[src/rtl/kwq_pkg.sv]
// Package for the keyed removal wait queue: item types, codes and defaults.
package kwq_pkg;

    localparam int QUEUE_DEPTH_DEF = 16;
    localparam int KEY_BITS_DEF    = 32;
    localparam int FIELD_BITS      = 32;
    localparam int OCC_BITS        = 5;

    localparam logic [1:0] REQ_ENQ  = 2'd0;
    localparam logic [1:0] REQ_DEQ  = 2'd1;
    localparam logic [1:0] REQ_LOOK = 2'd2;

    localparam logic [1:0] STAT_DONE = 2'd0;
    localparam logic [1:0] STAT_MISS = 2'd1;
    localparam logic [1:0] STAT_FULL = 2'd2;

    typedef struct packed {
        logic [1:0]            req_type;
        logic [FIELD_BITS-1:0] resv_code;
        logic [FIELD_BITS-1:0] resource_key;
        logic [FIELD_BITS-1:0] date_key;
        logic [FIELD_BITS-1:0] holder_word;
    } req_t;

    typedef struct packed {
        logic [1:0]            status;
        logic [FIELD_BITS-1:0] out_resv_code;
        logic [FIELD_BITS-1:0] out_resource_key;
        logic [FIELD_BITS-1:0] out_date_key;
        logic [FIELD_BITS-1:0] out_holder_word;
        logic                  queue_empty;
        logic [OCC_BITS-1:0]   occupancy;
    } rsp_t;

    typedef enum logic [1:0] {
        ST_IDLE,
        ST_SEARCH,
        ST_SHIFT,
        ST_RESULT
    } state_t;

endpackage

[src/rtl/keyed_removal_wait_queue_top.sv]
// Keyed removal wait queue: ordered entry memory with keyed search and gap closing.
//
//  channel | valid     | stall     | payload
//  --------+-----------+-----------+--------------
//  request | req_valid | req_stall | req (req_t)
//  result  | rsp_valid | rsp_stall | rsp (rsp_t)
//
// Enqueue, full, empty and bad request types go straight from idle to the result state.
// Dequeue and lookup walk the entry memory one read per cycle until a hit or the
// last entry; a dequeue then shifts the n - 1 - i entries behind the hit at slot i
// through the single read and write port and lowers the count.
// Reset clears the count and control; memory contents are left undefined.
// One item is worked at a time; a result stalled in the output register holds
// back only the next result, not the next request.
module keyed_removal_wait_queue_top #(
    parameter int QUEUE_DEPTH = kwq_pkg::QUEUE_DEPTH_DEF,
    parameter int KEY_BITS    = kwq_pkg::KEY_BITS_DEF
) (
    input  logic          clk,
    input  logic          rst_n,
    input  logic          req_valid,
    output logic          req_stall,
    input  kwq_pkg::req_t req,
    output logic          rsp_valid,
    input  logic          rsp_stall,
    output kwq_pkg::rsp_t rsp
);
    import kwq_pkg::*;

    localparam int SW = (KEY_BITS < FIELD_BITS) ? KEY_BITS : FIELD_BITS;
    localparam int EW = 3 * SW + FIELD_BITS;
    localparam int CW = $clog2(QUEUE_DEPTH + 1);
    localparam int IW = $clog2(QUEUE_DEPTH);
    localparam int DATE_LO = FIELD_BITS;
    localparam int RES_LO  = FIELD_BITS + SW;
    localparam int CODE_LO = FIELD_BITS + 2 * SW;

    logic [EW-1:0] mem [QUEUE_DEPTH];
    logic [EW-1:0] rd_data_reg;
    logic          mem_we;
    logic [IW-1:0] mem_wa;
    logic [EW-1:0] mem_wd;
    logic [IW-1:0] mem_ra;

    state_t        state_reg, state_next;
    logic [CW-1:0] cnt_reg, cnt_next;
    logic [CW-1:0] ra_reg, ra_next;
    logic          pend_reg, pend_next;
    logic [IW-1:0] pidx_reg, pidx_next;
    logic [1:0]    type_reg, type_next;
    logic [SW-1:0] code_reg, code_next;
    logic [SW-1:0] res_reg, res_next;
    logic [SW-1:0] date_reg, date_next;
    logic [1:0]    stat_reg, stat_next;
    logic [EW-1:0] ent_reg, ent_next;
    logic          rsp_valid_reg, rsp_valid_next;
    rsp_t          rsp_reg, rsp_next;

    logic          hit;
    logic          last;
    logic          out_free;

    always_ff @(posedge clk)
    begin
        if (mem_we)
        begin
            mem[mem_wa] <= mem_wd;
        end
        rd_data_reg <= mem[mem_ra];
    end

    always_ff @(posedge clk or negedge rst_n)
    begin
        if (!rst_n)
        begin
            state_reg     <= ST_IDLE;
            cnt_reg       <= '0;
            ra_reg        <= '0;
            pend_reg      <= 1'b0;
            rsp_valid_reg <= 1'b0;
        end
        else
        begin
            state_reg     <= state_next;
            cnt_reg       <= cnt_next;
            ra_reg        <= ra_next;
            pend_reg      <= pend_next;
            rsp_valid_reg <= rsp_valid_next;
        end
    end

    always_ff @(posedge clk)
    begin
        pidx_reg <= pidx_next;
        type_reg <= type_next;
        code_reg <= code_next;
        res_reg  <= res_next;
        date_reg <= date_next;
        stat_reg <= stat_next;
        ent_reg  <= ent_next;
        rsp_reg  <= rsp_next;
    end

    assign out_free = !rsp_valid_reg || !rsp_stall;

    assign hit = (type_reg == REQ_DEQ)
               ? (rd_data_reg[RES_LO +: SW] == res_reg && rd_data_reg[DATE_LO +: SW] == date_reg)
               : (rd_data_reg[CODE_LO +: SW] == code_reg);
    assign last = (CW'(pidx_reg) == cnt_reg - CW'(1));

    always_comb
    begin
        state_next     = state_reg;
        cnt_next       = cnt_reg;
        ra_next        = ra_reg;
        pend_next      = 1'b0;
        pidx_next      = pidx_reg;
        type_next      = type_reg;
        code_next      = code_reg;
        res_next       = res_reg;
        date_next      = date_reg;
        stat_next      = stat_reg;
        ent_next       = ent_reg;
        rsp_valid_next = rsp_valid_reg && rsp_stall;
        rsp_next       = rsp_reg;
        mem_we         = 1'b0;
        mem_wa         = cnt_reg[IW-1:0];
        mem_wd         = {req.resv_code[SW-1:0], req.resource_key[SW-1:0],
                          req.date_key[SW-1:0], req.holder_word};
        mem_ra         = ra_reg[IW-1:0];

        case (state_reg)
            ST_IDLE:
            begin
                if (req_valid)
                begin
                    type_next = req.req_type;
                    code_next = req.resv_code[SW-1:0];
                    res_next  = req.resource_key[SW-1:0];
                    date_next = req.date_key[SW-1:0];
                    ent_next  = '0;
                    ra_next   = '0;
                    stat_next = STAT_MISS;
                    state_next = ST_RESULT;
                    case (req.req_type)
                        REQ_ENQ:
                        begin
                            if (cnt_reg == CW'(QUEUE_DEPTH))
                            begin
                                stat_next = STAT_FULL;
                            end
                            else
                            begin
                                mem_we    = 1'b1;
                                cnt_next  = cnt_reg + CW'(1);
                                stat_next = STAT_DONE;
                            end
                        end
                        REQ_DEQ, REQ_LOOK:
                        begin
                            if (cnt_reg != '0)
                            begin
                                state_next = ST_SEARCH;
                            end
                        end
                        default:
                        begin
                            stat_next = STAT_MISS;
                        end
                    endcase
                end
            end
            ST_SEARCH:
            begin
                if (ra_reg < cnt_reg)
                begin
                    pend_next = 1'b1;
                    pidx_next = ra_reg[IW-1:0];
                    ra_next   = ra_reg + CW'(1);
                end
                if (pend_reg)
                begin
                    if (hit)
                    begin
                        pend_next = 1'b0;
                        if (type_reg == REQ_DEQ)
                        begin
                            ent_next   = rd_data_reg;
                            ra_next    = CW'(pidx_reg) + CW'(1);
                            state_next = ST_SHIFT;
                        end
                        else
                        begin
                            stat_next  = STAT_DONE;
                            state_next = ST_RESULT;
                        end
                    end
                    else if (last)
                    begin
                        pend_next  = 1'b0;
                        stat_next  = STAT_MISS;
                        state_next = ST_RESULT;
                    end
                end
            end
            ST_SHIFT:
            begin
                if (pend_reg)
                begin
                    mem_we = 1'b1;
                    mem_wa = pidx_reg;
                    mem_wd = rd_data_reg;
                end
                if (ra_reg < cnt_reg)
                begin
                    pend_next = 1'b1;
                    pidx_next = IW'(ra_reg - CW'(1));
                    ra_next   = ra_reg + CW'(1);
                end
                else if (!pend_reg)
                begin
                    cnt_next   = cnt_reg - CW'(1);
                    stat_next  = STAT_DONE;
                    state_next = ST_RESULT;
                end
            end
            ST_RESULT:
            begin
                if (out_free)
                begin
                    rsp_valid_next            = 1'b1;
                    rsp_next.status           = stat_reg;
                    rsp_next.out_resv_code    = FIELD_BITS'(ent_reg[CODE_LO +: SW]);
                    rsp_next.out_resource_key = FIELD_BITS'(ent_reg[RES_LO +: SW]);
                    rsp_next.out_date_key     = FIELD_BITS'(ent_reg[DATE_LO +: SW]);
                    rsp_next.out_holder_word  = ent_reg[FIELD_BITS-1:0];
                    rsp_next.queue_empty      = (cnt_reg == '0);
                    rsp_next.occupancy        = OCC_BITS'(cnt_reg);
                    state_next                = ST_IDLE;
                end
            end
            default:
            begin
                state_next = ST_IDLE;
            end
        endcase
    end

    assign req_stall = (state_reg != ST_IDLE);
    assign rsp_valid = rsp_valid_reg;
    assign rsp       = rsp_reg;

endmodule

[config.mk]
export PLATFORM = sky130hd
export DESIGN_NAME = keyed_removal_wait_queue_top
export DESIGN_NICKNAME = d
export VERILOG_FILES = /design/src/rtl/kwq_pkg.sv /design/src/rtl/keyed_removal_wait_queue_top.sv
export SDC_FILE = /design/constraint.sdc
export NUM_CORES = 2
export LEC_CHECK = 0
export BUFFER_PORTS_ARGS = -buffer_cell sky130_fd_sc_hd__buf_4
export CAP_MARGIN = 15
export CORE_MARGIN = 10
export CORE_UTILIZATION = 35
export DETAILED_ROUTE_END_ITERATION = 8
export SYNTH_ARGS = -nofsm -noshare
export SYNTH_HDL_FRONTEND = slang
export SYNTH_SLANG_ARGS = --single-unit
[constraint.sdc]
create_clock -name clk -period 14.14 [get_ports clk]
set_input_delay 0 -clock clk [delete_from_list [all_inputs] [get_ports clk]]
set_output_delay 0 -clock clk [all_outputs]
set_load 0.05 [all_outputs]
==> metrics.yaml <==
hold_path_startpoint: "req[36]"
r2r_setup_slack_ns: 7.89
worstSkewPairLatency_ns: 0.93
tns_ns: 0
finalInstanceArea_um2: 113000
ir_drop_mv: 0.148
yosys-top-cells-area: "edfxtp_1 76%, mux4_2 15%, dfxtp_1 2.7%"
dieWidth_um: 542
syn-instance-count: 4273
root_buffer: "clkbuf_16"
maxSlewHeadroom: 0.207
leakagePower_nw: 36.0
overflow: 0
clock_sinks: 2558
dpl_cell_area_um2: 102000
cp.arrival_ns: 6.75
grt_pass1_wl_mm: 358
whs_ns: 0.0904
synth.largest_area_cell: "edfxtp_1"
worstMarginPinSlew_ns: 1.19
p_switching_w: 0.00638
largest_reg_flops: 2048
fillers: 23500
cts_inserted_buffers: 289
fin_nets: 5104
slew_violations: 0
grtUsageTotal: 0.167
grt_pass1_vias: 47500
p_seq_frac: 0.467
p_sw_frac: 0.291
die-height_um: 542
clk_pin_slew_worst_paths_ns: 0.06
ys_ff_latch: 2558
rr_endpoint: "mem[11][42]"
place_congestion: 0.772
finalClockSkew_ns: 0.0662
fin_crit_sh: 0.442
p_clk_frac: 0.325
worst_ep_required_time_ns: 14.64
cts_setup_buffers: 0
start_kind: "flip-flop"
yosys-top-cells-count: "2,416 x edfxtp_1, 640 x mux4_2, 398 x nand2_1"
routedWlPerCell_um: 28.5
grt_setup_unrepaired: "no"
ys_warn_count: 0
path_class: "flip-flop to flip-flop"
cts_tree: "done"
portBuffers: 271
avgSynthCellArea_um2: 22.3
hpwl_mm: 138
routed-via-count: 45600
io_pins: 272
cts_buffer_depth: 4
finalCriticalPeriod_ns: 6.25
synth_top_cell_area_share: 0.761
status: "completed"
hold_class: "input port to flip-flop"
fmax_mhz: 160
min_delay_worst_endpoint: "date_reg[4]"
grt_max_degree: 152
end_kind: "flip-flop"
start_util: 0.352
synth_edf_count: 2416
p_per_area_nw_per_um2: 193
fp-row-count: 191
synth_fp_nets: 4422
drive_above_1_share: 0.277
setup_violations: 0
yosysSeqAreaShare: 0.791
multi_input_area_um2: 19300
ys.flop_type: "edfxtp_1"
yosysMostFrequentCell: "edfxtp_1"
area_growth_pct: 18.8
vias_per_cell: 5.22
dieArea_um2: 294000
core_um2: 271000
drv_cap: 0
p_int_w: 0.0155
timing.rr.start: "state_reg[0]"
htreeDepth: 5
drtPass1Iterations: 5
hold_viol_final: 0
ys_types: 52
antenna_found_initial: 20
ys_async_sr_fraction: 0.00547
drt_iter0_drc: 4602
synth_area_um2: 95400
drc: 0
path_max_fanout: 54
wl_mm: 250
ant_nets: 0
regArea_um2: 75500
ff2ff_path_depth: 8
pwr-share-comb: 0.209
holdPathStages: 2
## cells by family (layout without fill, tap and decap cells)
kind of cell,count (synthesis),after routing,share of synthesized area
simple gates,679,679,0.0334
other cells,0,8,0
flops,2558,2558,0.791
compound gates,58,58,0.00407
fa+ha+maj,15,15,0.00197
xor+xnor,104,104,0.00955
mux,642,642,0.151
buf+inv,217,1113,0.00862
## placed cells by master (no fill, tap or decap), types with 10 or more instances in the layout
| cell type | instances |
|---|---|
| nand2_1 | 397 |
| nor3_1 | 15 |
| nand2b_1 | 20 |
| dfrtp_1 | 10 |
| inv_1 | 18 |
| clkinv_2 | 43 |
| nor4_1 | 13 |
| dfxtp_1 | 128 |
| a21oi_1 | 11 |
| o21ai_0 | 10 |
| edfxtp_1 | 2416 |
| ha_1 | 14 |
| nor2_4 | 16 |
| clkinv_1 | 35 |
| buf_4 | 351 |
| dlygate4sd3_1 | 232 |
| xnor2_1 | 84 |
| xor2_1 | 20 |
| nand3_1 | 12 |
| bufinv_16 | 12 |
| clkbuf_8 | 26 |
| clkbuf_1 | 68 |
| mux4_2 | 640 |
| nand4_1 | 35 |
| clkbuf_16 | 296 |
| and2_1 | 132 |
| nor2_1 | 10 |
## layer usage
metal	up-vias	track usage	share of wire
met2	1648	0.272	0.48
met5	-	0	0.000052
met1	24700	0.229	0.42
met4	2	0.0525	0.033
li1	18900	-	-
met3	382	0.0311	0.063
## what timing repair did
action                                 4_1_cts  5_1_grt
resized for setup                            0        0
endpoints found under the hold margin     2213        0
hold buffers                               232        0
## power by group through the flow
stage / sequential, W / combinational (W) / clock (W)
3_5_place_dp: 0.0104 / 0.00460 / 0
5_1_grt: 0.0103 / 0.00490 / 0.00759
6_report: 0.0102 / 0.00457 / 0.00712
4_1_cts: 0.0102 / 0.00468 / 0.00729
3_3_place_gp: 0.0104 / 0.00456 / 0
2_1_floorplan: 0.0107 / 0.00253 / 0
## worst max path at each step
| stage | from | to | slack [ns] | cells past startpoint |
|---|---|---|---|---|
| finish | state_reg[0] | mem[11][42] | 7.89 | 8 |
| global route | state_reg[0] | mem[11][42] | 7.53 | 8 |
| CTS | state_reg[0] | mem[11][85] | 7.75 | 8 |
| detailed placement | state_reg[0] | mem[11][54] | 7.75 | 8 |
| global placement | state_reg[0] | mem[1][11] | 7.70 | 9 |
| floorplan | rsp_valid | rsp[0] | 2.83 | 1 |
## worst max-delay path, cell delays in order (launching register included)
cell     delay [ns]
dfrtp_1        0.48
inv_1          0.12
ha_1           0.51
nand2_4        0.84
buf_4          0.78
a31oi_1        0.48
nor2_4         0.87
buf_4          0.73
buf_4          0.94
## stage by stage
step / cells / util / total power [W] / setup WS (ns)
detailed placement: 8001 / 0.377 / 0.0150 / 7.75
global placement: 8000 / 0.377 / 0.0149 / 7.70
global route: 8741 / 0.418 / 0.0228 / 7.53
finish: 8747 / 0.418 / 0.0219 / 7.89
CTS: 8738 / 0.418 / 0.0222 / 7.75
floorplan: 4273 / - / 0.0133 / 2.83
## layout make-up
cell class,instances,area share
Sequential cell,2558,0.666
Antenna cell,8,0.000177
Clock inverter,115,0.00823
Timing Repair Buffer,590,0.0448
Tap cell,3570,0.0394
Multi-Input combinational cell,1498,0.170
Inverter,18,0.000596
Clock buffer,390,0.0708
(Power assumes the default switching activity.)
